$ cat src/stptx_pkg.sv
// Shared types, state codes and field codes of the port transmit machine.
// No dependencies; stptx_csr, stptx_eval and the top level import this package.
package stptx_pkg;

   // State codes
   localparam logic [2:0] ST_INIT     = 3'd0;
   localparam logic [2:0] ST_PERIODIC = 3'd1;
   localparam logic [2:0] ST_CONFIG   = 3'd2;
   localparam logic [2:0] ST_TCN      = 3'd3;
   localparam logic [2:0] ST_RSTP     = 3'd4;
   localparam logic [2:0] ST_AGREE    = 3'd5;
   localparam logic [2:0] ST_IDLE     = 3'd6;
   localparam logic [2:0] ST_UNUSED   = 3'd7;

   // BPDU kinds reported in transmit_kind
   localparam logic [1:0] KIND_NONE   = 2'd0;
   localparam logic [1:0] KIND_CONFIG = 2'd1;
   localparam logic [1:0] KIND_TCN    = 2'd2;
   localparam logic [1:0] KIND_RSTP   = 2'd3;

   // CIST role codes
   localparam logic [1:0] ROLE_DESIG = 2'd1;
   localparam logic [1:0] ROLE_ROOT  = 2'd2;

   // Bit positions in flag_updates
   localparam int FU_SET_NEW_INFO   = 0;
   localparam int FU_SET_NEW_MSTI   = 1;
   localparam int FU_CLR_AGREE      = 2;

   // Register indexes and reset values
   localparam logic REG_TX_HOLD_COUNT = 1'b0;
   localparam logic REG_HELLO_TIME    = 1'b1;
   localparam logic [3:0] TX_HOLD_COUNT_RESET = 4'd6;
   localparam logic [3:0] HELLO_TIME_RESET    = 4'd2;

   typedef struct packed {
      logic       begin_req;
      logic       port_enabled;
      logic       enable_bpdu_tx;
      logic       all_transmit_ready;
      logic [1:0] cist_role;
      logic       msti_master;
      logic       msti_desig_or_tc_root;
      logic       cist_tc_active;
      logic       spt_all_agree;
      logic       send_rstp;
      logic       tick;
      logic [2:0] flag_updates;
   } req_word_type;

   typedef struct packed {
      logic [2:0] fsm_state_out;
      logic [1:0] transmit_kind;
      logic [3:0] tx_count_out;
      logic       new_info_out;
      logic       new_info_msti_out;
      logic       tc_ack_clear;
      logic       agree_digest_out;
   } rsp_word_type;

   typedef struct packed {
      logic [2:0] fsm_state;
      logic       new_info;
      logic       new_info_msti;
      logic [3:0] tx_count;
      logic [3:0] hello_countdown;
      logic       agree_digest_valid;
   } port_state_type;

   typedef struct packed {
      logic [3:0] tx_hold_count;
      logic [3:0] hello_time;
   } cfg_type;

endpackage

$ cat src/stptx_if.sv
// Valid/ready channel interfaces for request and response words.
// Depends on nothing; payload fields match the package word structs.
interface stptx_req_if;
   logic       valid;
   logic       ready;
   logic       begin_req;
   logic       port_enabled;
   logic       enable_bpdu_tx;
   logic       all_transmit_ready;
   logic [1:0] cist_role;
   logic       msti_master;
   logic       msti_desig_or_tc_root;
   logic       cist_tc_active;
   logic       spt_all_agree;
   logic       send_rstp;
   logic       tick;
   logic [2:0] flag_updates;

   modport source (
      output valid, begin_req, port_enabled, enable_bpdu_tx, all_transmit_ready,
             cist_role, msti_master, msti_desig_or_tc_root, cist_tc_active,
             spt_all_agree, send_rstp, tick, flag_updates,
      input  ready
   );
   modport sink (
      input  valid, begin_req, port_enabled, enable_bpdu_tx, all_transmit_ready,
             cist_role, msti_master, msti_desig_or_tc_root, cist_tc_active,
             spt_all_agree, send_rstp, tick, flag_updates,
      output ready
   );
endinterface

interface stptx_rsp_if;
   logic       valid;
   logic       ready;
   logic [2:0] fsm_state_out;
   logic [1:0] transmit_kind;
   logic [3:0] tx_count_out;
   logic       new_info_out;
   logic       new_info_msti_out;
   logic       tc_ack_clear;
   logic       agree_digest_out;

   modport source (
      output valid, fsm_state_out, transmit_kind, tx_count_out, new_info_out,
             new_info_msti_out, tc_ack_clear, agree_digest_out,
      input  ready
   );
   modport sink (
      input  valid, fsm_state_out, transmit_kind, tx_count_out, new_info_out,
             new_info_msti_out, tc_ack_clear, agree_digest_out,
      output ready
   );
endinterface

$ cat src/stptx_csr.sv
// APB-style configuration registers: transmit hold count and hello time.
// Depends on stptx_pkg.
module stptx_csr
   import stptx_pkg::*;
(
   input  logic        clock,
   input  logic        reset,
   input  logic        psel,
   input  logic        penable,
   input  logic        pwrite,
   input  logic [2:0]  paddr,
   input  logic [31:0] pwdata,
   output logic [31:0] prdata,
   output logic        pready,
   output cfg_type     cfg
);

   logic [3:0] tx_hold_count_ff, tx_hold_count_in;
   logic [3:0] hello_time_ff, hello_time_in;
   logic       wr_en;
   logic       reg_sel;

   assign pready  = 1'b1;
   assign wr_en   = psel & penable & pwrite & pready;
   assign reg_sel = paddr[2];

   always_comb begin
      tx_hold_count_in = tx_hold_count_ff;
      hello_time_in    = hello_time_ff;
      if (wr_en) begin
         if (reg_sel == REG_TX_HOLD_COUNT) tx_hold_count_in = pwdata[3:0];
         else                              hello_time_in    = pwdata[3:0];
      end
   end

   always_ff @(posedge clock) begin
      if (reset) begin
         tx_hold_count_ff <= TX_HOLD_COUNT_RESET;
         hello_time_ff    <= HELLO_TIME_RESET;
      end else begin
         tx_hold_count_ff <= tx_hold_count_in;
         hello_time_ff    <= hello_time_in;
      end
   end

   assign prdata = (reg_sel == REG_TX_HOLD_COUNT) ? {28'd0, tx_hold_count_ff}
                                                  : {28'd0, hello_time_ff};
   assign cfg.tx_hold_count = tx_hold_count_ff;
   assign cfg.hello_time    = hello_time_ff;

endmodule

$ cat src/stptx_eval.sv
// One evaluation of the port transmit machine: tick, flag updates,
// at most one transition and its entry actions. Depends on stptx_pkg.
module stptx_eval
   import stptx_pkg::*;
(
   input  port_state_type cur_state,
   input  req_word_type   word,
   input  cfg_type        cfg,
   output port_state_type nxt_state,
   output rsp_word_type   result
);

   port_state_type s;
   logic           desig, root, room, move;
   logic [2:0]     target;
   logic [1:0]     kind;
   logic           tcack;

   always_comb begin
      desig  = (word.cist_role == ROLE_DESIG);
      root   = (word.cist_role == ROLE_ROOT);
      s      = cur_state;
      move   = 1'b0;
      target = ST_IDLE;
      kind   = KIND_NONE;
      tcack  = 1'b0;

      if (word.tick) begin
         if (s.hello_countdown != 4'd0) s.hello_countdown = s.hello_countdown - 4'd1;
         if (s.tx_count != 4'd0)        s.tx_count        = s.tx_count - 4'd1;
      end
      if (word.flag_updates[FU_SET_NEW_INFO]) s.new_info           = 1'b1;
      if (word.flag_updates[FU_SET_NEW_MSTI]) s.new_info_msti      = 1'b1;
      if (word.flag_updates[FU_CLR_AGREE])    s.agree_digest_valid = 1'b0;

      room = (s.tx_count < cfg.tx_hold_count);

      // Pick the transition
      if (word.begin_req || !word.port_enabled || !word.enable_bpdu_tx) begin
         if (s.fsm_state != ST_INIT) begin
            move   = 1'b1;
            target = ST_INIT;
         end
      end else if (s.fsm_state inside {[ST_INIT:ST_AGREE]}) begin
         move   = 1'b1;
         target = ST_IDLE;
      end else if (word.all_transmit_ready) begin
         if (s.hello_countdown == 4'd0) begin
            move   = 1'b1;
            target = ST_PERIODIC;
         end else if (!word.send_rstp && s.new_info && desig && room) begin
            move   = 1'b1;
            target = ST_CONFIG;
         end else if (!word.send_rstp && s.new_info && root && room) begin
            move   = 1'b1;
            target = ST_TCN;
         end else if (word.send_rstp && room &&
                      (s.new_info || (s.new_info_msti && !word.msti_master))) begin
            move   = 1'b1;
            target = ST_RSTP;
         end else if (word.spt_all_agree && word.send_rstp && !s.agree_digest_valid) begin
            move   = 1'b1;
            target = ST_AGREE;
         end
      end

      // Entry actions
      if (move) begin
         s.fsm_state = target;
         case (target)
            ST_INIT: begin
               s.new_info      = 1'b1;
               s.new_info_msti = 1'b1;
               s.tx_count      = 4'd0;
            end
            ST_PERIODIC: begin
               s.new_info      = s.new_info | desig | (root & word.cist_tc_active);
               s.new_info_msti = s.new_info_msti | word.msti_desig_or_tc_root;
            end
            ST_CONFIG: begin
               s.new_info = 1'b0;
               s.tx_count = s.tx_count + 4'd1;
               kind       = KIND_CONFIG;
               tcack      = 1'b1;
            end
            ST_TCN: begin
               s.new_info = 1'b0;
               s.tx_count = s.tx_count + 4'd1;
               kind       = KIND_TCN;
            end
            ST_RSTP: begin
               s.new_info      = 1'b0;
               s.new_info_msti = 1'b0;
               s.tx_count      = s.tx_count + 4'd1;
               kind            = KIND_RSTP;
               tcack           = 1'b1;
            end
            ST_AGREE: begin
               s.agree_digest_valid = 1'b1;
               s.new_info_msti      = 1'b1;
            end
            default: begin
               s.hello_countdown = cfg.hello_time;
            end
         endcase
      end

      nxt_state                = s;
      result.fsm_state_out     = s.fsm_state;
      result.transmit_kind     = kind;
      result.tx_count_out      = s.tx_count;
      result.new_info_out      = s.new_info;
      result.new_info_msti_out = s.new_info_msti;
      result.tc_ack_clear      = tcack;
      result.agree_digest_out  = s.agree_digest_valid;
   end

endmodule

$ cat src/stp_port_transmit_fsm.sv
// Top level of the spanning-tree port transmit machine.
// Depends on stptx_pkg, stptx_if, stptx_csr and stptx_eval.
//
//   channel   dir   handshake            payload
//   req_ch    in    valid/ready          one evaluation word (role bits, tick, flags)
//   rsp_ch    out   valid/ready          state, BPDU kind, tx count, flags
//   csr_*     in    APB psel/penable     tx_hold_count @0x0, hello_time @0x4
//
// One word per clock sustained while rsp_ch takes every response. A word accepted
// into the input register passes through the evaluation logic into the response
// register, updating the machine state as well.
// Synchronous reset puts the machine in init with both new-info flags set.
// A stalled response holds the pipe; the input register still takes a word
// while the response slot is full, and req_ch.ready drops only when both are
// full and the response word is not being taken.
module stp_port_transmit_fsm
   import stptx_pkg::*;
(
   input  logic        clock,
   input  logic        reset,
   stptx_req_if.sink   req_ch,
   stptx_rsp_if.source rsp_ch,
   input  logic        csr_psel,
   input  logic        csr_penable,
   input  logic        csr_pwrite,
   input  logic [2:0]  csr_paddr,
   input  logic [31:0] csr_pwdata,
   output logic [31:0] csr_prdata,
   output logic        csr_pready
);

   cfg_type        cfg;
   req_word_type   req_word;
   req_word_type   req_ff, req_in;
   logic           in_valid_ff, in_valid_in;
   rsp_word_type   rsp_ff, rsp_in;
   logic           rsp_valid_ff, rsp_valid_in;
   port_state_type state_ff, state_in;
   port_state_type eval_state;
   rsp_word_type   eval_result;
   logic           out_free;
   logic           advance;
   logic           req_take;

   stptx_csr u_csr (
      .clock   (clock),
      .reset   (reset),
      .psel    (csr_psel),
      .penable (csr_penable),
      .pwrite  (csr_pwrite),
      .paddr   (csr_paddr),
      .pwdata  (csr_pwdata),
      .prdata  (csr_prdata),
      .pready  (csr_pready),
      .cfg     (cfg)
   );

   // Pack the incoming word
   assign req_word.begin_req             = req_ch.begin_req;
   assign req_word.port_enabled          = req_ch.port_enabled;
   assign req_word.enable_bpdu_tx        = req_ch.enable_bpdu_tx;
   assign req_word.all_transmit_ready    = req_ch.all_transmit_ready;
   assign req_word.cist_role             = req_ch.cist_role;
   assign req_word.msti_master           = req_ch.msti_master;
   assign req_word.msti_desig_or_tc_root = req_ch.msti_desig_or_tc_root;
   assign req_word.cist_tc_active        = req_ch.cist_tc_active;
   assign req_word.spt_all_agree         = req_ch.spt_all_agree;
   assign req_word.send_rstp             = req_ch.send_rstp;
   assign req_word.tick                  = req_ch.tick;
   assign req_word.flag_updates          = req_ch.flag_updates;

   // Advance the held word whenever the response slot is empty or being drained
   assign out_free     = !rsp_valid_ff || rsp_ch.ready;
   assign advance      = in_valid_ff && out_free;
   assign req_ch.ready = !in_valid_ff || out_free;
   assign req_take     = req_ch.valid && req_ch.ready;

   stptx_eval u_eval (
      .cur_state (state_ff),
      .word      (req_ff),
      .cfg       (cfg),
      .nxt_state (eval_state),
      .result    (eval_result)
   );

   always_comb begin
      in_valid_in  = in_valid_ff;
      req_in       = req_ff;
      rsp_valid_in = rsp_valid_ff;
      rsp_in       = rsp_ff;
      state_in     = state_ff;
      if (req_ch.ready) in_valid_in = req_ch.valid;
      if (req_take)     req_in      = req_word;
      if (out_free)     rsp_valid_in = in_valid_ff;
      // Commit the evaluation: new machine state and its response together
      if (advance) begin
         rsp_in   = eval_result;
         state_in = eval_state;
      end
   end

   always_ff @(posedge clock) begin
      if (reset) begin
         in_valid_ff                 <= 1'b0;
         rsp_valid_ff                <= 1'b0;
         state_ff.fsm_state          <= ST_INIT;
         state_ff.new_info           <= 1'b1;
         state_ff.new_info_msti      <= 1'b1;
         state_ff.tx_count           <= 4'd0;
         state_ff.hello_countdown    <= 4'd0;
         state_ff.agree_digest_valid <= 1'b0;
      end else begin
         in_valid_ff  <= in_valid_in;
         rsp_valid_ff <= rsp_valid_in;
         state_ff     <= state_in;
      end
   end

   // Payload registers need no reset
   always_ff @(posedge clock) begin
      req_ff <= req_in;
      rsp_ff <= rsp_in;
   end

   assign rsp_ch.valid             = rsp_valid_ff;
   assign rsp_ch.fsm_state_out     = rsp_ff.fsm_state_out;
   assign rsp_ch.transmit_kind     = rsp_ff.transmit_kind;
   assign rsp_ch.tx_count_out      = rsp_ff.tx_count_out;
   assign rsp_ch.new_info_out      = rsp_ff.new_info_out;
   assign rsp_ch.new_info_msti_out = rsp_ff.new_info_msti_out;
   assign rsp_ch.tc_ack_clear      = rsp_ff.tc_ack_clear;
   assign rsp_ch.agree_digest_out  = rsp_ff.agree_digest_out;

   // A committed evaluation always shows up as a response next cycle
   a_advance_gives_rsp: assert property (@(posedge clock) disable iff (reset)
      advance |=> rsp_valid_ff)
      else $error("evaluation committed without a response");

   // The spare state code is never entered
   a_no_unused_state: assert property (@(posedge clock) disable iff (reset)
      state_ff.fsm_state != ST_UNUSED)
      else $error("machine reached the unused state code");

   // A reported BPDU kind matches the transmit state it was sent from
   a_kind_matches_state: assert property (@(posedge clock) disable iff (reset)
      rsp_valid_ff && rsp_ff.transmit_kind != KIND_NONE |->
         (rsp_ff.transmit_kind == KIND_CONFIG && rsp_ff.fsm_state_out == ST_CONFIG) ||
         (rsp_ff.transmit_kind == KIND_TCN    && rsp_ff.fsm_state_out == ST_TCN) ||
         (rsp_ff.transmit_kind == KIND_RSTP   && rsp_ff.fsm_state_out == ST_RSTP))
      else $error("BPDU kind disagrees with state");

   // tcAck is cleared only by config or rstp transmission
   a_tcack_source: assert property (@(posedge clock) disable iff (reset)
      rsp_valid_ff && rsp_ff.tc_ack_clear |->
         rsp_ff.transmit_kind == KIND_CONFIG || rsp_ff.transmit_kind == KIND_RSTP)
      else $error("tcAck cleared without config or rstp BPDU");

   // Machine state moves only when an evaluation commits
   a_state_holds: assert property (@(posedge clock) disable iff (reset)
      !advance |=> $stable(state_ff))
      else $error("machine state changed without an evaluation");

endmodule
$ cat src/flat_wrapper.sv
// flat-port wrapper written by rule: the top's interface ports become plain ports
module stp_port_transmit_fsm_flat import stptx_pkg::*;
  (clock, reset, csr_psel, csr_penable, csr_pwrite, csr_paddr, csr_pwdata, csr_prdata, csr_pready, req_ch_valid, req_ch_begin_req, req_ch_port_enabled, req_ch_enable_bpdu_tx, req_ch_all_transmit_ready, req_ch_cist_role, req_ch_msti_master, req_ch_msti_desig_or_tc_root, req_ch_cist_tc_active, req_ch_spt_all_agree, req_ch_send_rstp, req_ch_tick, req_ch_flag_updates, req_ch_ready, rsp_ch_valid, rsp_ch_fsm_state_out, rsp_ch_transmit_kind, rsp_ch_tx_count_out, rsp_ch_new_info_out, rsp_ch_new_info_msti_out, rsp_ch_tc_ack_clear, rsp_ch_agree_digest_out, rsp_ch_ready);
  stptx_req_if req_ch_i ();
  stptx_rsp_if rsp_ch_i ();
  input  logic clock;
  input  logic reset;
  input  logic csr_psel;
  input  logic csr_penable;
  input  logic csr_pwrite;
  input  logic [2:0] csr_paddr;
  input  logic [31:0] csr_pwdata;
  output logic [31:0] csr_prdata;
  output logic csr_pready;
  input wire logic [$bits(req_ch_i.valid)-1:0] req_ch_valid;
  input wire logic [$bits(req_ch_i.begin_req)-1:0] req_ch_begin_req;
  input wire logic [$bits(req_ch_i.port_enabled)-1:0] req_ch_port_enabled;
  input wire logic [$bits(req_ch_i.enable_bpdu_tx)-1:0] req_ch_enable_bpdu_tx;
  input wire logic [$bits(req_ch_i.all_transmit_ready)-1:0] req_ch_all_transmit_ready;
  input wire logic [$bits(req_ch_i.cist_role)-1:0] req_ch_cist_role;
  input wire logic [$bits(req_ch_i.msti_master)-1:0] req_ch_msti_master;
  input wire logic [$bits(req_ch_i.msti_desig_or_tc_root)-1:0] req_ch_msti_desig_or_tc_root;
  input wire logic [$bits(req_ch_i.cist_tc_active)-1:0] req_ch_cist_tc_active;
  input wire logic [$bits(req_ch_i.spt_all_agree)-1:0] req_ch_spt_all_agree;
  input wire logic [$bits(req_ch_i.send_rstp)-1:0] req_ch_send_rstp;
  input wire logic [$bits(req_ch_i.tick)-1:0] req_ch_tick;
  input wire logic [$bits(req_ch_i.flag_updates)-1:0] req_ch_flag_updates;
  output wire logic [$bits(req_ch_i.ready)-1:0] req_ch_ready;
  output wire logic [$bits(rsp_ch_i.valid)-1:0] rsp_ch_valid;
  output wire logic [$bits(rsp_ch_i.fsm_state_out)-1:0] rsp_ch_fsm_state_out;
  output wire logic [$bits(rsp_ch_i.transmit_kind)-1:0] rsp_ch_transmit_kind;
  output wire logic [$bits(rsp_ch_i.tx_count_out)-1:0] rsp_ch_tx_count_out;
  output wire logic [$bits(rsp_ch_i.new_info_out)-1:0] rsp_ch_new_info_out;
  output wire logic [$bits(rsp_ch_i.new_info_msti_out)-1:0] rsp_ch_new_info_msti_out;
  output wire logic [$bits(rsp_ch_i.tc_ack_clear)-1:0] rsp_ch_tc_ack_clear;
  output wire logic [$bits(rsp_ch_i.agree_digest_out)-1:0] rsp_ch_agree_digest_out;
  input wire logic [$bits(rsp_ch_i.ready)-1:0] rsp_ch_ready;
  assign req_ch_i.valid = req_ch_valid;
  assign req_ch_i.begin_req = req_ch_begin_req;
  assign req_ch_i.port_enabled = req_ch_port_enabled;
  assign req_ch_i.enable_bpdu_tx = req_ch_enable_bpdu_tx;
  assign req_ch_i.all_transmit_ready = req_ch_all_transmit_ready;
  assign req_ch_i.cist_role = req_ch_cist_role;
  assign req_ch_i.msti_master = req_ch_msti_master;
  assign req_ch_i.msti_desig_or_tc_root = req_ch_msti_desig_or_tc_root;
  assign req_ch_i.cist_tc_active = req_ch_cist_tc_active;
  assign req_ch_i.spt_all_agree = req_ch_spt_all_agree;
  assign req_ch_i.send_rstp = req_ch_send_rstp;
  assign req_ch_i.tick = req_ch_tick;
  assign req_ch_i.flag_updates = req_ch_flag_updates;
  assign req_ch_ready = req_ch_i.ready;
  assign rsp_ch_valid = rsp_ch_i.valid;
  assign rsp_ch_fsm_state_out = rsp_ch_i.fsm_state_out;
  assign rsp_ch_transmit_kind = rsp_ch_i.transmit_kind;
  assign rsp_ch_tx_count_out = rsp_ch_i.tx_count_out;
  assign rsp_ch_new_info_out = rsp_ch_i.new_info_out;
  assign rsp_ch_new_info_msti_out = rsp_ch_i.new_info_msti_out;
  assign rsp_ch_tc_ack_clear = rsp_ch_i.tc_ack_clear;
  assign rsp_ch_agree_digest_out = rsp_ch_i.agree_digest_out;
  assign rsp_ch_i.ready = rsp_ch_ready;
  stp_port_transmit_fsm u_core (.clock(clock), .reset(reset), .req_ch(req_ch_i), .rsp_ch(rsp_ch_i), .csr_psel(csr_psel), .csr_penable(csr_penable), .csr_pwrite(csr_pwrite), .csr_paddr(csr_paddr), .csr_pwdata(csr_pwdata), .csr_prdata(csr_prdata), .csr_pready(csr_pready));
endmodule
$ cat config.mk
export PLATFORM = sky130hd
export DESIGN_NAME = stp_port_transmit_fsm_flat
export DESIGN_NICKNAME = d
export VERILOG_FILES = /design/src/stptx_pkg.sv /design/src/stptx_if.sv /design/src/stptx_csr.sv /design/src/stptx_eval.sv /design/src/stp_port_transmit_fsm.sv /design/src/flat_wrapper.sv
export SDC_FILE = /design/constraint.sdc
export NUM_CORES = 1
export LEC_CHECK = 0
export BUFFER_PORTS_ARGS = -buffer_cell sky130_fd_sc_hd__buf_4
export CAP_MARGIN = 20
export CELL_PAD_IN_SITES_DETAIL_PLACEMENT = 0
export CELL_PAD_IN_SITES_GLOBAL_PLACEMENT = 1
export CORE_ASPECT_RATIO = 1.25
export CORE_MARGIN = 2
export CORE_UTILIZATION = 29
export DETAILED_ROUTE_END_ITERATION = 7
export GPL_TIMING_DRIVEN = 0
export PLACE_DENSITY_LB_ADDON = 0.1
export REMOVE_ABC_BUFFERS = 1
export SETUP_SLACK_MARGIN = 0.2
export SKIP_CTS_REPAIR_TIMING = 1
export SYNTH_ARGS = -nofsm -noshare
export SYNTH_HDL_FRONTEND = slang
export SYNTH_SLANG_ARGS = --single-unit
export TNS_END_PERCENT = 50
$ cat constraint.sdc
create_clock -name clock -period 8.8 [get_ports clock]
set_input_delay 0.44 -clock clock [delete_from_list [all_inputs] [get_ports clock]]
set_output_delay 0.44 -clock clock [all_outputs]
set_load 0.03 [all_outputs]
-- Word level (Yosys, flattened, before mapping)
Cells that the tools add are included.
W data, S select, Z words.
- output and inout bits: 48
- logic and storage cells: 118
- input port bits: 57
- flip-flop bits (word level): 52
- add/sub/neg operators: 3
- muxes and demuxes: 33
- equal/unequal tests: 7
- order comparisons: 3
- bitwise logic cells: 7
- reduce and logical (&&, ||, !) cells: 36
- operators with widths (cell ; number):
    $mux W3 ; 7
    $mux W4 ; 4
    $mux W1 ; 14
    $mux W14 ; 1
    $logic_and A1 B1 Y1 ; 13
    $mux W8 ; 1
    $pmux W4 S2 ; 1
    $reduce_bool A4 Y1 ; 2
    $sub A4 B1 Y4 const B ; 2
    $logic_not A1 Y1 ; 7
    $eq A3 B2 Y1 const B ; 2
    $eq A3 B3 Y1 const B ; 2
    $pmux W1 S3 ; 2
    $pmux W2 S3 ; 1
    $reduce_or A6 Y1 ; 1
    $logic_or A1 B1 Y1 ; 5
    $add A4 B1 Y4 const B ; 1
    $logic_not A4 Y1 ; 1
    $lt A4 B4 Y1 ; 1
    $mux W2 ; 2
    $reduce_and A2 Y1 ; 2
    $reduce_or A2 Y1 ; 2
    $and A1 B1 Y1 ; 3
    $eq A3 B1 Y1 const B ; 1
    9 further kinds ; 11

-- Depth between registers and ports, before layout
- word-level depth: 17
- mapped depth: 14
- gate-level depth less buffers: 13

-- Modules after synthesis
From an unflattened synthesis, not the netlist that was laid out.
- cell total of the unflattened synthesis: 309
- area total of the unflattened synthesis: 3116.7 sq um
- by module, submodules not included (module ; cells an instance ; times used ; area each (sq um) ; sequential area each (sq um)):
    stp_port_transmit_fsm ; 99 ; 1 ; 1556.5 ; 1161.1
    stptx_eval ; 142 ; 1 ; 955.9 ; 0.0
    stptx_csr ; 68 ; 1 ; 604.3 ; 160.2

-- Least setup slack after synthesis
No wires, ideal clock.
- kind: register to register
- start: register u_core.state_ff[5] in the netlist's numbering
- end: register u_core.rsp_ff (netlist bit u_core.rsp_ch.tx_count_out[1]), data pin
- required time: 8.541 ns
- arrival time: 3.114 ns
- stages on the path, launching flop included: 13
- buffers on the path: 0
- setup slack: 5.427 ns
- clock period less this slack: 3.373 ns
- path through: dfxtp_1 inv_1 ha_1 nor3b_2 nand2b_1 o21ai_0 ha_1 o211ai_1 a41oi_4 o311a_1 o31a_2 and2_1 or2_1
- RTL lines (what ; RTL line ; source):
    start, declared ; stp_port_transmit_fsm.sv:38 ; port_state_type state_ff, state_in;
    start signal, assigned ; stp_port_transmit_fsm.sv:115 ; state_ff <= state_in;
    end signal, assigned ; stp_port_transmit_fsm.sv:122 ; rsp_ff <= rsp_in;
    end, declared ; stp_port_transmit_fsm.sv:36 ; rsp_word_type rsp_ff, rsp_in;

==> impl_metrics.py <==
metrics = {
    "job": {
        "timing.max_cap.violations": 0,
    },
    "sta": {
        "fmax_mhz": 257,
        "fin_skew_ns": 0.00417,
        "slew_headroom": 0.479,
        "finalHoldViolations": 0,
        "fin_crit_ns": 3.89,
        "setup_tns_ns": 0,
        "drv_slew": 0,
        "rsz0062_at_grt": "no",
        "worst_slew_pin_slew_ns": 0.776,
        "finalCritPeriodShare": 0.442,
        "setup_viol": 0,
    },
    "critical_path": {
        "crit_fanout": 10,
        "cpMaxStageDelayCell": "nor3_1",
        "worstPathCellList": "inv_1 > ha_1 > nor3b_2 > nand2b_1 > o21ai_0 > ha_1 > o211ai_1 > a41oi_4 > nor3_1 > nor2_1 > a2111oi_1 > nor3_1",
        "required_ns": 8.83,
        "crit_path_start": "u_core.state_ff[5]",
        "worst_setup_path_start_kind": "register",
        "crit_arrival_ns": 3.91,
        "criticalPathCategory": "reg -> reg",
        "timing.rr.start": "u_core.state_ff[5]",
        "slowest_delay_ns": 0.61,
        "worst_setup_path_end_kind": "register",
    },
    "pwr": {
        "design_power_total_uw": 575,
        "power.share.sequential": 0.464,
        "power.internal_uw": 429,
        "ir_drop_v": 0.0000787,
        "power.density_nw_per_um2": 170,
        "combPwrFrac": 0.142,
        "clockPowerShare": 0.394,
        "p_leak_uw": 0.00141,
        "switching_share": 0.253,
        "p_switching_uw": 146,
    },
    "place": {
        "io_buffers": 45,
        "placed_cell_area_sq_um": 3210,
        "dp_hpwl_mm": 4.91,
        "place.gp.congestion": 0.735,
    },
    "cts": {
        "clk_path_buf_depth": 2,
        "cts_sinks": 51,
        "clock_latency_ns": 0.29,
        "cts_tree": "done",
        "cts.reportedPaths.clkPinSlew_ns": 0.07,
        "root_buffer": "clkbuf_16",
        "cts_buffers": 5,
        "cts_htree_levels": 2,
    },
    "min_path": {
        "worstHoldPathType": "in -> reg",
        "hp-start": "req_ch_cist_role[1]",
    },
    "detailed_routing": {
        "wl_mm": 6.42,
        "wire_per_inst_um": 14.0,
        "first_pass_iters": 4,
        "drc": 0,
        "detail_route.iter0.violations": 94,
        "via_per_inst": 4.65,
        "ant_nets": 0,
        "vias": 2136,
    },
    "grt": {
        "overflow": 0,
        "antenna_found_initial": 0,
        "grt_pass1_wl_mm": 10.5,
        "grt_max_degree": 22,
        "grt_pass1_vias": 2123,
        "grt_usage": 0.127,
    },
    "final_layout": {
        "finalNetCount": 395,
        "drive_above_1_share": 0.216,
        "multi_input_area_sq_um": 1380,
        "area_delta_synth_final_pct": 17.6,
        "utilization": 0.350,
        "final_area_sq_um": 3380,
        "fill_cells": 995,
        "diodes": 0,
        "seqCellArea_sq_um": 1290,
    },
    "floorplan": {
        "die_area_sq_um": 10700,
        "die_h_um": 115,
        "core_sq_um": 9660,
        "start_util": 0.298,
        "row_count": 40,
        "ioPinCount": 105,
        "fp.dieW_um": 93.1,
    },
    "logic_synthesis": {
        "ys_seq_area_frac": 0.449,
        "yosys_warnings": 0,
        "synthArstFlopShare": 0,
        "ys.flop_type": "edfxtp_1",
        "synth.top_cell.area_share": 0.282,
        "synth-edff-count": 27,
        "syn_inst": 291,
        "synth-seq-cells": 51,
        "yosysTopAreaCell": "edfxtp_1",
        "synth_commonest_cells": "nand2_1, buf_4, edfxtp_1",
        "synth_most_common_cell": "nand2_1",
        "synth_area_leaders": "edfxtp_1, dfxtp_1, buf_4",
        "yosysUniqueCellTypes": 62,
        "syn_area_per_cell_sq_um": 9.89,
        "synth_area_sq_um": 2880,
    },
    "outcome": {
        "status": "finished clean",
    },
}
metrics by stage:
stage                     setup WS [ns]  hold WS (ns)  cells
after floorplan                    5.40         0.442    280
after global placement             4.90         0.474    451
after detailed placement           4.90         0.486    451
after CTS                          4.88         0.313    459
after global routing               4.50         0.308    459
final                              4.91         0.321    459
worst paths after layout:
kind / end / slack, ns / cells past startpoint
hold / removal: u_core.req_ff[10] / 0.32 / 1
setup / recovery: u_core.rsp_ch.new_info_out / 4.91 / 12
hold reg to reg: u_core.state_ff[10] / 0.50 / 2
setup reg to reg: u_core.rsp_ch.new_info_out / 4.91 / 12
flip-flops by register name, indices dropped and copies added (netlist names):
register                         cells
u_core.rsp_ch.fsm_state_out          3
u_core.rsp_ch.tx_count_out           4
u_core.u_csr.hello_time_ff           4
u_core.rsp_ch.new_info_msti_out      1
u_core.rsp_ch.agree_digest_out       1
u_core.state_ff                     14
u_core.rsp_ch.transmit_kind          1
u_core.rsp_ch.valid                  1
u_core.in_valid_ff                   1
u_core.u_csr.tx_hold_count_ff        4
u_core.req_ff                       15
u_core.rsp_ch.new_info_out           1
u_core.rsp_ch.tc_ack_clear           1
cell usage in the layout (no fill, tap or decap), types with 3 or more instances in the layout:
cell type,Yosys,routed
nor2_1,21,21
o211ai_1,3,3
nand2_1,34,34
ha_1,6,6
clkbuf_16,0,5
o21ai_0,11,11
inv_1,9,9
nor3_1,9,9
a21oi_1,9,9
and3_1,5,5
nand3_1,12,12
nor2b_1,4,4
dfxtp_1,24,24
or4_1,3,3
conb_1,2,29
nand4b_1,3,3
or2_1,3,3
edfxtp_1,27,27
mux2i_1,9,9
nand2b_1,3,3
and2_1,4,4
buf_4,32,45
o21a_1,5,5
per-layer routing:
| metal | track usage | part of all wire | vias to the layer above |
|---|---|---|---|
| met2 | 0.236 | 0.54 | 46 |
| met1 | 0.138 | 0.40 | 996 |
| met3 | 0.0262 | 0.037 | 11 |
| li1 | - | - | 1083 |
| met4 | 0.0588 | 0.026 | 0 |
| met5 | 0 | 0 | - |
power groups by stage:
stage	clock network, uW	registers, uW	logic [uW]
6_report	227	267	81.6
5_1_grt	246	268	90.2
4_1_cts	235	267	82.6
3_5_place_dp	0	272	82.4
3_3_place_gp	0	272	82.3
2_1_floorplan	0	275	51.2
layout make-up:
class | count | share of cell area
clock inverters | 2 | 0.0104
multi-input cells | 217 | 0.407
repair buffers | 45 | 0.0998
inverters | 12 | 0.0133
clock buffers | 6 | 0.0410
flip-flops and latches | 51 | 0.382
well taps | 126 | 0.0466
logic make-up after synthesis:
| kind of cell | Yosys count | share of synthesized area |
|---|---|---|
| multiplexers | 12 | 0.0430 |
| adder cells (fa/ha/maj) | 6 | 0.0261 |
| XOR/XNOR | 1 | 0.00304 |
| buffers and inverters | 50 | 0.107 |
| other | 2 | 0.00261 |
| AND/OR/NAND/NOR | 110 | 0.195 |
| flip-flops | 51 | 0.449 |
| AO/OA/AOI/OAI | 59 | 0.174 |
critical path: cells and delay by family (launching register included):
kind	cells	cell delay, ns
and+or+nand+nor	5	1.18
buffers and inverters	1	0.07
AOI/OAI and AO/OA	4	1.41
adders and majority gates	2	0.58
DFF	1	0.37
(Power assumes the default switching activity.)
